`config.mk`:
```
export PLATFORM = sky130hd
export DESIGN_NAME = detection_best_box_selector_top
export DESIGN_NICKNAME = d
export VERILOG_FILES = /design/src/sv/dbbs_pkg.sv /design/src/sv/dbbs_csr.sv /design/src/sv/dbbs_scale.sv /design/src/sv/dbbs_select.sv /design/src/sv/detection_best_box_selector_top.sv
export SDC_FILE = /design/constraint.sdc
export NUM_CORES = 2
export LEC_CHECK = 0
export ABC_AREA = 0
export BUFFER_PORTS_ARGS = -buffer_cell sky130_fd_sc_hd__buf_2
export CORE_ASPECT_RATIO = 0.8
export CORE_MARGIN = 2
export CORE_UTILIZATION = 45
export DETAILED_ROUTE_END_ITERATION = 8
export MAX_ROUTING_LAYER = met4
export PLACE_DENSITY = 0.69
export SETUP_SLACK_MARGIN = 0.4
export SLEW_MARGIN = 40
export SYNTH_ARGS = -nofsm -noshare
export SYNTH_HDL_FRONTEND = slang
export SYNTH_SLANG_ARGS = --single-unit
```
`constraint.sdc`:
```
create_clock -name clock -period 26.9 [get_ports clock]
set_clock_uncertainty 0.05 [all_clocks]
set_input_delay 5.38 -clock clock [delete_from_list [all_inputs] [get_ports clock]]
set_output_delay 5.38 -clock clock [all_outputs]
set_load 0.005 [all_outputs]
```
`src/sv/dbbs_pkg.sv`:
```
// ----------------------------------------------------------------------------
// Detection best-box selector package
// Shared constants, register codes and stage types of the selector.
// ----------------------------------------------------------------------------
package dbbs_pkg;

   localparam int unsigned CANDIDATE_LIMIT = 500;
   localparam int unsigned CNT_W = 13;

   localparam logic signed [16:0] ONE_Q15 = 17'sd32768;

   typedef enum logic [2:0] {
      REG_SCREEN_WIDTH    = 3'd0,
      REG_SCREEN_HEIGHT   = 3'd1,
      REG_SCORE_THRESHOLD = 3'd2,
      REG_MIN_BOX_WIDTH   = 3'd3,
      REG_MAX_BOX_WIDTH   = 3'd4,
      REG_MIN_BOX_HEIGHT  = 3'd5,
      REG_MAX_BOX_HEIGHT  = 3'd6,
      REG_EDGE_MARGIN     = 3'd7
   } csr_index_type;

   typedef struct packed {
      logic [11:0] screen_width;
      logic [11:0] screen_height;
      logic [15:0] score_floor;
      logic [11:0] min_box_width;
      logic [11:0] max_box_width;
      logic [11:0] min_box_height;
      logic [11:0] max_box_height;
      logic [7:0]  edge_margin;
   } cfg_type;

   localparam cfg_type CFG_RESET = '{
      screen_width:    12'd320,
      screen_height:   12'd240,
      score_floor:     16'd16384,
      min_box_width:   12'd30,
      max_box_width:   12'd250,
      min_box_height:  12'd40,
      max_box_height:  12'd220,
      edge_margin:     8'd5
   };

   typedef struct packed {
      logic [15:0] score;
      logic [11:0] left;
      logic [11:0] top;
      logic [11:0] width;
      logic [11:0] height;
      logic        pass;
      logic        last;
   } cand_type;

endpackage

```
`src/sv/dbbs_csr.sv`:
```
// ----------------------------------------------------------------------------
// Selector configuration registers
// Holds the screen size, score threshold, size windows and clamp margin.
// ----------------------------------------------------------------------------
module dbbs_csr (
   input  logic                clock,
   input  logic                reset,
   input  logic                csr_valid,
   output logic                csr_ready,
   input  logic [2:0]          csr_index,
   input  logic [15:0]         csr_data,
   output dbbs_pkg::cfg_type   cfg
);

   dbbs_pkg::cfg_type cfg_ff;

   assign csr_ready = 1'b1;
   assign cfg = cfg_ff;

   always_ff @(posedge clock) begin
      if (reset) begin
         cfg_ff <= dbbs_pkg::CFG_RESET;
      end else if (csr_valid) begin
         unique case (dbbs_pkg::csr_index_type'(csr_index))
            dbbs_pkg::REG_SCREEN_WIDTH:    cfg_ff.screen_width    <= csr_data[11:0];
            dbbs_pkg::REG_SCREEN_HEIGHT:   cfg_ff.screen_height   <= csr_data[11:0];
            dbbs_pkg::REG_SCORE_THRESHOLD: cfg_ff.score_floor     <= csr_data;
            dbbs_pkg::REG_MIN_BOX_WIDTH:   cfg_ff.min_box_width   <= csr_data[11:0];
            dbbs_pkg::REG_MAX_BOX_WIDTH:   cfg_ff.max_box_width   <= csr_data[11:0];
            dbbs_pkg::REG_MIN_BOX_HEIGHT:  cfg_ff.min_box_height  <= csr_data[11:0];
            dbbs_pkg::REG_MAX_BOX_HEIGHT:  cfg_ff.max_box_height  <= csr_data[11:0];
            dbbs_pkg::REG_EDGE_MARGIN:     cfg_ff.edge_margin     <= csr_data[7:0];
            default: cfg_ff <= cfg_ff;
         endcase
      end
   end

endmodule

```
`src/sv/dbbs_scale.sv`:
```
// ----------------------------------------------------------------------------
// Selector candidate scaling stage
// Registers each request, checks its score and corners, and scales the
// corners to pixels.
// ----------------------------------------------------------------------------
module dbbs_scale (
   input  logic                    clock,
   input  logic                    reset,
   input  dbbs_pkg::cfg_type       cfg,
   input  logic                    req_valid,
   output logic                    req_stall,
   input  logic [15:0]             req_score,
   input  logic signed [16:0]      req_left_norm,
   input  logic signed [16:0]      req_top_norm,
   input  logic signed [16:0]      req_right_norm,
   input  logic signed [16:0]      req_bottom_norm,
   input  logic                    req_last,
   output logic                    cand_valid,
   output dbbs_pkg::cand_type      cand,
   input  logic                    cand_go
);

   logic                   in_valid_ff;
   logic [15:0]            score_ff;
   logic signed [16:0]     left_ff;
   logic signed [16:0]     top_ff;
   logic signed [16:0]     right_ff;
   logic signed [16:0]     bottom_ff;
   logic                   last_ff;

   logic                   cand_valid_ff;
   dbbs_pkg::cand_type     cand_ff;
   dbbs_pkg::cand_type     cand_in;

   logic                   out_ready;
   logic                   in_ready;
   logic                   geom_ok;
   logic [27:0]            x1_prod;
   logic [27:0]            y1_prod;
   logic [27:0]            x2_prod;
   logic [27:0]            y2_prod;
   logic [11:0]            x1;
   logic [11:0]            y1;
   logic [11:0]            x2;
   logic [11:0]            y2;

   assign out_ready = !cand_valid_ff || cand_go;
   assign in_ready  = !in_valid_ff || out_ready;
   assign req_stall = !in_ready;

   assign cand_valid = cand_valid_ff;
   assign cand       = cand_ff;

   always_comb begin
      geom_ok = !left_ff[16] && !top_ff[16] &&
                (right_ff <= dbbs_pkg::ONE_Q15) && (bottom_ff <= dbbs_pkg::ONE_Q15) &&
                (right_ff > left_ff) && (bottom_ff > top_ff);
      x1_prod = 28'(left_ff[15:0])   * 28'(cfg.screen_width);
      y1_prod = 28'(top_ff[15:0])    * 28'(cfg.screen_height);
      x2_prod = 28'(right_ff[15:0])  * 28'(cfg.screen_width);
      y2_prod = 28'(bottom_ff[15:0]) * 28'(cfg.screen_height);
      x1 = x1_prod[26:15];
      y1 = y1_prod[26:15];
      x2 = x2_prod[26:15];
      y2 = y2_prod[26:15];
      cand_in.score  = score_ff;
      cand_in.left   = x1;
      cand_in.top    = y1;
      cand_in.width  = x2 - x1;
      cand_in.height = y2 - y1;
      cand_in.pass   = geom_ok && (score_ff > cfg.score_floor);
      cand_in.last   = last_ff;
   end

   always_ff @(posedge clock) begin
      if (reset) begin
         in_valid_ff   <= 1'b0;
         cand_valid_ff <= 1'b0;
      end else begin
         if (in_ready) begin
            in_valid_ff <= req_valid;
         end
         if (out_ready) begin
            cand_valid_ff <= in_valid_ff;
         end
      end
   end

   always_ff @(posedge clock) begin
      if (in_ready && req_valid) begin
         score_ff  <= req_score;
         left_ff   <= req_left_norm;
         top_ff    <= req_top_norm;
         right_ff  <= req_right_norm;
         bottom_ff <= req_bottom_norm;
         last_ff   <= req_last;
      end
      if (out_ready && in_valid_ff) begin
         cand_ff <= cand_in;
      end
   end

endmodule

```
`src/sv/dbbs_select.sv`:
```
// ----------------------------------------------------------------------------
// Selector best-box stage
// Keeps the highest-scoring accepted box of a frame and produces the clamped
// result at the end of the frame.
// ----------------------------------------------------------------------------
module dbbs_select (
   input  logic                    clock,
   input  logic                    reset,
   input  dbbs_pkg::cfg_type       cfg,
   input  logic                    cand_valid,
   input  dbbs_pkg::cand_type      cand,
   output logic                    cand_go,
   output logic                    rsp_valid,
   input  logic                    rsp_stall,
   output logic                    rsp_found,
   output logic [11:0]             rsp_box_x,
   output logic [11:0]             rsp_box_y,
   output logic [11:0]             rsp_box_width,
   output logic [11:0]             rsp_box_height,
   output logic [15:0]             rsp_best_score
);

   localparam logic [dbbs_pkg::CNT_W-1:0] LIMIT = dbbs_pkg::CNT_W'(dbbs_pkg::CANDIDATE_LIMIT);
   localparam logic [dbbs_pkg::CNT_W-1:0] STEP  = dbbs_pkg::CNT_W'(1);

   logic [15:0]                  kept_score_ff;
   logic [11:0]                  kept_left_ff;
   logic [11:0]                  kept_top_ff;
   logic [11:0]                  kept_width_ff;
   logic [11:0]                  kept_height_ff;
   logic                         any_accepted_ff;
   logic [dbbs_pkg::CNT_W-1:0]   index_ff;

   logic [15:0]                  kept_score_in;
   logic [11:0]                  kept_left_in;
   logic [11:0]                  kept_top_in;
   logic [11:0]                  kept_width_in;
   logic [11:0]                  kept_height_in;
   logic                         any_accepted_in;
   logic [dbbs_pkg::CNT_W-1:0]   index_in;

   logic                         rsp_valid_ff;
   logic                         found_ff;
   logic [11:0]                  box_x_ff;
   logic [11:0]                  box_y_ff;
   logic [11:0]                  box_width_ff;
   logic [11:0]                  box_height_ff;
   logic [15:0]                  top_score_ff;

   logic                         out_free;
   logic                         take;
   logic                         emit;
   logic                         emit_go;
   logic                         found;
   logic signed [13:0]           margin;
   logic signed [13:0]           hi_x;
   logic signed [13:0]           hi_y;
   logic signed [13:0]           pos_x;
   logic signed [13:0]           pos_y;
   logic signed [13:0]           clamp_x;
   logic signed [13:0]           clamp_y;

   assign out_free = !rsp_valid_ff || !rsp_stall;

   always_comb begin
      take = cand.pass &&
             (cand.width >= cfg.min_box_width) && (cand.width <= cfg.max_box_width) &&
             (cand.height >= cfg.min_box_height) && (cand.height <= cfg.max_box_height) &&
             (cand.score > kept_score_ff);
      index_in = index_ff + STEP;
      emit     = cand.last || (index_in >= LIMIT);
      cand_go  = cand_valid && (!emit || out_free);
      emit_go  = cand_go && emit;

      if (take) begin
         kept_score_in   = cand.score;
         kept_left_in    = cand.left;
         kept_top_in     = cand.top;
         kept_width_in   = cand.width;
         kept_height_in  = cand.height;
         any_accepted_in = 1'b1;
      end else begin
         kept_score_in   = kept_score_ff;
         kept_left_in    = kept_left_ff;
         kept_top_in     = kept_top_ff;
         kept_width_in   = kept_width_ff;
         kept_height_in  = kept_height_ff;
         any_accepted_in = any_accepted_ff;
      end

      found  = any_accepted_in && (kept_score_in > cfg.score_floor);
      margin = $signed({6'b0, cfg.edge_margin});
      hi_x   = $signed({2'b0, cfg.screen_width}) - $signed({2'b0, kept_width_in}) - margin;
      hi_y   = $signed({2'b0, cfg.screen_height}) - $signed({2'b0, kept_height_in}) - margin;
      pos_x  = $signed({2'b0, kept_left_in});
      pos_y  = $signed({2'b0, kept_top_in});
      clamp_x = (pos_x < hi_x) ? pos_x : hi_x;
      clamp_y = (pos_y < hi_y) ? pos_y : hi_y;
      if (!(clamp_x > margin)) begin
         clamp_x = margin;
      end
      if (!(clamp_y > margin)) begin
         clamp_y = margin;
      end
   end

   always_ff @(posedge clock) begin
      if (reset) begin
         kept_score_ff   <= '0;
         kept_left_ff    <= '0;
         kept_top_ff     <= '0;
         kept_width_ff   <= '0;
         kept_height_ff  <= '0;
         any_accepted_ff <= 1'b0;
         index_ff        <= '0;
         rsp_valid_ff    <= 1'b0;
      end else begin
         if (cand_go) begin
            if (emit) begin
               kept_score_ff   <= '0;
               kept_left_ff    <= '0;
               kept_top_ff     <= '0;
               kept_width_ff   <= '0;
               kept_height_ff  <= '0;
               any_accepted_ff <= 1'b0;
               index_ff        <= '0;
            end else begin
               kept_score_ff   <= kept_score_in;
               kept_left_ff    <= kept_left_in;
               kept_top_ff     <= kept_top_in;
               kept_width_ff   <= kept_width_in;
               kept_height_ff  <= kept_height_in;
               any_accepted_ff <= any_accepted_in;
               index_ff        <= index_in;
            end
         end
         if (out_free) begin
            rsp_valid_ff <= emit_go;
         end
      end
   end

   always_ff @(posedge clock) begin
      if (emit_go) begin
         found_ff      <= found;
         box_x_ff      <= found ? clamp_x[11:0] : 12'd0;
         box_y_ff      <= found ? clamp_y[11:0] : 12'd0;
         box_width_ff  <= found ? kept_width_in : 12'd0;
         box_height_ff <= found ? kept_height_in : 12'd0;
         top_score_ff  <= found ? kept_score_in : 16'd0;
      end
   end

   assign rsp_valid      = rsp_valid_ff;
   assign rsp_found      = found_ff;
   assign rsp_box_x      = box_x_ff;
   assign rsp_box_y      = box_y_ff;
   assign rsp_box_width  = box_width_ff;
   assign rsp_box_height = box_height_ff;
   assign rsp_best_score = top_score_ff;

endmodule

```
`src/sv/detection_best_box_selector_top.sv`:
```
// ----------------------------------------------------------------------------
// Detection best-box selector
// Picks the highest-scoring valid detector box of each frame. One candidate
// request is accepted per clock cycle unless the pipeline stops; a request
// passes an input register, a scaling register with the four corner
// multipliers, and the best-box stage. The rate is set by the compare and
// update of the kept box in the best-box stage. A frame ends on a request
// with last set or on its 500th request. The pipeline stops only while a
// result waits at a stalled output.
// ----------------------------------------------------------------------------
module detection_best_box_selector_top (
   input  logic                 clock,
   input  logic                 reset,
   input  logic                 req_valid,
   output logic                 req_stall,
   input  logic [15:0]          req_score,
   input  logic signed [16:0]   req_left_norm,
   input  logic signed [16:0]   req_top_norm,
   input  logic signed [16:0]   req_right_norm,
   input  logic signed [16:0]   req_bottom_norm,
   input  logic                 req_last,
   output logic                 rsp_valid,
   input  logic                 rsp_stall,
   output logic                 rsp_found,
   output logic [11:0]          rsp_box_x,
   output logic [11:0]          rsp_box_y,
   output logic [11:0]          rsp_box_width,
   output logic [11:0]          rsp_box_height,
   output logic [15:0]          rsp_best_score,
   input  logic                 csr_valid,
   output logic                 csr_ready,
   input  logic [2:0]           csr_index,
   input  logic [15:0]          csr_data
);

   dbbs_pkg::cfg_type    cfg;
   dbbs_pkg::cand_type   cand;
   logic                 cand_valid;
   logic                 cand_go;

   dbbs_csr u_csr (
      .clock     (clock),
      .reset     (reset),
      .csr_valid (csr_valid),
      .csr_ready (csr_ready),
      .csr_index (csr_index),
      .csr_data  (csr_data),
      .cfg       (cfg)
   );

   dbbs_scale u_scale (
      .clock           (clock),
      .reset           (reset),
      .cfg             (cfg),
      .req_valid       (req_valid),
      .req_stall       (req_stall),
      .req_score       (req_score),
      .req_left_norm   (req_left_norm),
      .req_top_norm    (req_top_norm),
      .req_right_norm  (req_right_norm),
      .req_bottom_norm (req_bottom_norm),
      .req_last        (req_last),
      .cand_valid      (cand_valid),
      .cand            (cand),
      .cand_go         (cand_go)
   );

   dbbs_select u_select (
      .clock          (clock),
      .reset          (reset),
      .cfg            (cfg),
      .cand_valid     (cand_valid),
      .cand           (cand),
      .cand_go        (cand_go),
      .rsp_valid      (rsp_valid),
      .rsp_stall      (rsp_stall),
      .rsp_found      (rsp_found),
      .rsp_box_x      (rsp_box_x),
      .rsp_box_y      (rsp_box_y),
      .rsp_box_width  (rsp_box_width),
      .rsp_box_height (rsp_box_height),
      .rsp_best_score (rsp_best_score)
   );

endmodule

```
* Yosys cells after proc, flatten, opt, wreduce, memory -nomap -nowiden
Cells that the tools add are included.
** Word-level totals
- Register bits after elaboration :: 393
- Bits in latches :: 0
- Memory bits (writable) :: 0
- Memory bits (read-only) :: 0
- Bits of input ports :: 109
- Output and inout port bits :: 68
- Logic and storage cells :: 130
- Memories kept :: 0
** Cells by class
- Add/sub/neg operators :: 7
- Multipliers :: 4
- Divide/modulo/power cells :: 0
- Magnitude comparators :: 16
- Equality and inequality tests :: 7
- Shift operators :: 0
- Mux-type cells :: 17
- Bitwise logic cells :: 0
- Reductions and logical operators :: 40
** Operator list (count)
- $mul 16x12->27 :: 4
- $mux 12 :: 8
- $gt 16x16->1 :: 3
- $gt 17x17->1 :: 2
- $le 17x17->1 const B :: 2
- $mux 16 :: 2
- $gt 14x9->1 :: 2
- $lt 13x14->1 :: 2
- $mux 14 :: 2
- $sub 14x9->14 :: 2
- $sub 12x12->13 :: 2
- $ge 12x12->1 :: 2
- $le 12x12->1 :: 2
- $sub 12x12->12 :: 2
- $reduce_and 2->1 :: 10
- $logic_and 1x1->1 :: 16
- $mux 8 :: 2
- $add 13x1->13 const B :: 1
- $ge 13x9->1 const B :: 1
- $mux 13 :: 1
- $eq 3x3->1 const B :: 4
- $logic_not 1->1 :: 8
- $eq 3x2->1 const B :: 2
- $logic_or 1x1->1 :: 5
- 3 further kinds :: 4

* Depth between registers and ports, before layout
- Depth after elaboration :: 13
- Mapped depth :: 48
- Depth with buffers taken out :: 42

* By module
A second synthesis with hierarchy kept.
** Second synthesis, totals
- Cell total of the unflattened synthesis :: 4849
- Area, all modules :: 44774.2 um2
** Modules (own cells, without submodules)
- dbbs_scale :: instances 1, cells an instance 3131, area each 29308.1 um2, sequential area each 4574.4 um2
- dbbs_select :: instances 1, cells an instance 1366, area each 11658.7 um2, sequential area each 3533.4 um2
- dbbs_csr :: instances 1, cells an instance 352, area each 3807.4 um2, sequential area each 1921.8 um2

* Least setup slack after synthesis
OpenSTA, ideal clock, no wires.
- Path kind :: in2out
- From :: input port rsp_stall
- To :: output port req_stall
- Arrival time :: 5752 ps
- Data required time :: 21470 ps
- Slack :: 15718 ps
- Stages :: 4
- Path buffers :: 0
- Path through :: nand2_1 -> nor2_1 -> nand2_1 -> inv_1
** On the way
- Longest elaborated chain between the ends :: 7
** Ends and longest elaborated chain
- start: declaration :: RTL line detection_best_box_selector_top.sv:23 : input logic rsp_stall,
- $logic_not 1->1 :: RTL line dbbs_select.sv:63 : assign out_free = !rsp_valid_ff || !rsp_stall;
- $logic_or 1x1->1 :: RTL line dbbs_select.sv:63
- $logic_or 1x1->1 :: RTL line dbbs_select.sv:72 : cand_go = cand_valid && (!emit || out_free);
- $logic_and 1x1->1 :: RTL line dbbs_select.sv:72
- $logic_or 1x1->1 :: RTL line dbbs_scale.sv:47 : assign out_ready = !cand_valid_ff || cand_go;
- $logic_or 1x1->1 :: RTL line dbbs_scale.sv:48 : assign in_ready = !in_valid_ff || out_ready;
- $logic_not 1->1 :: RTL line dbbs_scale.sv:49 : assign req_stall = !in_ready;
- end: declaration :: RTL line detection_best_box_selector_top.sv:15 : output logic req_stall,
Every way passes these cells.

* Final worst setup path
Same ends and word-level chain as after synthesis.

==> flow_summary.yaml <==
run_status:
  result_of_the_run: "finished clean"
clock_tree:
  ctsHoldBuffers: 0
  clock-root-buffer: "clkbuf_16"
  cts.reportedPaths.clkPinSlew_ps: 60
  cts_tree: "yes"
  cts_repair_resize_count: 0
  cts_buffer_count: 45
  clock_path_buffers: 3
  htreeDepth: 2
  insertion_delay_ps: 620
  cts.sinks: 393
  post-cts-setup-buffers: 0
placed_design:
  gp_congestion: 0.926
  dpl_cell_area_um2: 45600
  dpl_ws_ps: 15290
  port_buffers: 175
  dpl.hpwl_mm: 87.4
logic_synthesis:
  post-synth-top-area-cell: "fa_1"
  dominantRegCellSynth: "edfxtp_1"
  netlist_instances: 4760
  synth.lib_cells_used.distinct: 88
  synthTopCellsByArea: "fa_1 (26%), edfxtp_1 (15%), ha_1 (14%)"
  post-synth-top-count-cell: "nand2_1"
  number_of_nets_produced_by_synthesis: 5898
  synth_sequential_area_ratio_pct: 23.0
  syn_area_per_cell_um2: 9.15
  syn_area_um2: 43600
  synth_commonest_cells: "nand2_1 (806), inv_1 (792), fa_1 (558)"
  ys_ff_latch: 393
  synth.top_cell.area_share_pct: 25.7
  edff_count_synth: 216
  async_reset_ff_share_pct: 0
  ys.warnings.count: 0
global_route:
  met1_usage_pct: 34.8
  track_usage_pct: 25.1
  grt-busiest-layer: "met2"
  grt.met3_usage_pct: 5.79
  grt_start_max_net_pins: 92
  antenna_found_initial: 9
  global_route_wire_length_before_repair_mm: 188
  global_route.overflow_total: 0
  met2_routing_resource_usage_after_global_routing_pct: 36.6
  grt_pass1_vias: 34000
power:
  peak_supply_drop_mv: 0.131
  p_leak_nw: 21.3
  power_density_nw_per_um2: 78.5
min_path:
  holdPathStages: 2
  timing.hold.worst.start: "u_csr.cfg[57]"
  min_path_type: "flip-flop to flip-flop"
sta:
  min_period_over_period_pct: 43.2
  finalHoldViolations: 0
  clock.fmax_mhz: 86.0
  report.final.setup_viol: 0
  timing_worst_slew_pin_value_ps: 912
  period_needed_ps: 11630
  postLayoutSetupSlackWorst_ps: 15270
  slew_headroom_pct: 39.0
  rsz_0062_raised_after_global_routing: "false"
  worst_hold_check_slack_ps: 405
  setup-tns-final_ps: 0
  timing_max_transition_violations_final: 0
critical_path:
  crit_path_class: "input pin to output port"
  crit_path_largest_cell_delay_ps: 290
  worstReg2RegStart: "u_scale.cand[57]"
  arrival_time_at_the_worst_endpoint_ps: 6200
  critPathTopFamily: "simple AND/OR/NAND/NOR gates"
  critical_path_cell_with_the_highest_stage_delay: "nor2_1"
  worst_r2r_path_depth: 39
  worst_ep_required_time_ps: 21470
  end_kind: "output port"
  timing.critical_path.from: "rsp_stall"
  start_kind: "input pin"
  crit_chain: "buf_2, nand2_1, nor2_1, nand2_1, inv_1, buf_2"
  worstPathMaxFanout: 3
  reg2reg_setup_slack_ps: 16140
  critical_path_depth: 6
  number_of_buffer_and_inverter_instances_along_the_worst_setup_path: 3
routing:
  route.vias.total: 33300
  drt-pass1-iter-count: 6
  wl_per_cell_um: 19.2
  dr.first_iter.drc_count: 3007
  drt_total_wl_mm: 118
  drcViolationCount: 0
  drt.antenna.violating_nets: 0
  route.detailed.vias_per_inst: 5.43
floorplan:
  row_count: 102
  fp.coreArea_um2: 96400
  die_y_um: 282
  effective_utilization_at_floorplan_pct: 45.2
  io_pins: 177
  floorplan_die_area_um2: 99300
  die_width_um: 352
cells_and_area:
  design.final.nets: 5939
  stdcell_area_um2: 47200
  final.fill_count: 8886
  layout-area-overhead-vs-synth_pct: 8.40
  drive_gt1_share_pct: 7.44
flow_run:
  maxCapViolations: 0
path summary, 6_finish.rpt:
check / to
worst min register to register: u_csr.cfg[57]
worst max register to register: u_select.rsp_box_y[6]
worst min-delay path: u_csr.cfg[57]
worst max-delay path: req_stall
routing by layer:
layer / vias to the layer above / share of wire, %
li1: 15300 / -
met1: 16500 / 44
met2: 1353 / 43
met3: 196 / 10
met4: 0 / 3.0
met5: - / 0
cell families (layout without fill, tap and decap cells):
family                     Yosys count  count (layout)  share of synthesized area [%]
other                                1               9                        0.00861
and+or+nand+nor                   1557            1557                           16.2
AOI/OAI and AO/OA                  578             578                           8.72
xor gates and xnor gates           117             117                           2.38
DFF                                393             393                           23.0
buffers and inverters             1014            1092                           8.81
muxes                               71              71                           1.70
adders and majority gates         1029            1029                           39.2
registers in the layout, indices dropped and copies added (netlist names), 17 cells and up:
register / cells
u_scale.right_ff: 17
u_scale.cand: 66
u_scale.left_ff: 17
u_scale.bottom_ff: 17
u_scale.top_ff: 17
u_csr.cfg: 96
report_power, final:
group / leakage (nW) / total [mW] / internal, mW / switching (mW)
Clock: 0.760 / 0.661 / 0.371 / 0.290
Sequential: 3.41 / 0.859 / 0.771 / 0.0883
Combinational: 17.1 / 2.19 / 0.905 / 1.28
layout by cell type (no fill, tap or decap), drive strengths merged, types with 41 or more instances in the layout:
master  netlist  routed
dfxtp       177     177
o21ai        70      70
nor2        268     268
nand2       806     806
inv         793     801
and2        213     213
mux2i        62      62
edfxtp      216     216
a21o         49      49
ha          471     471
a21oi       231     231
xnor2        76      76
nor3         41      41
buf          14     215
a22oi        42      42
nand3        48      48
clkbuf      207      57
nand4        45      45
fa          558     558
o21a         42      42
metrics by stage:
step / total power [mW] / utilization (%) / instances
6_report: 3.71 / 49.0 / 6146
5_1_grt: 4.03 / 49.0 / 6146
4_1_cts: 3.70 / 49.0 / 6138
3_5_place_dp: 3.01 / 47.3 / 6054
3_3_place_gp: 2.94 / 47.3 / 6053
2_1_floorplan: 2.44 / - / 4760
cell type report:
cell class | instances | area, µm² | area share [%]
multi-input combinational | 3353 | 29800 | 63.1
tap | 1300 | 1630 | 3.45
sequential | 393 | 10000 | 21.3
timing repair buffer | 215 | 1210 | 2.55
clock buffer | 57 | 1230 | 2.61
antenna | 8 | 20.0 | 0.0424
clock inverter | 27 | 328 | 0.694
inverter | 793 | 2980 | 6.31
worst register-to-register path: cells and delay by family (launching register included):
kind | cells | cell delay (ps)
buf+inv | 3 | 230
simple gates | 9 | 2510
flops | 1 | 410
mux | 2 | 660
compound gates | 16 | 3640
xor+xnor | 2 | 350
fa+ha+maj | 7 | 2630
Note: power is estimated with default switching activity, not from simulation.
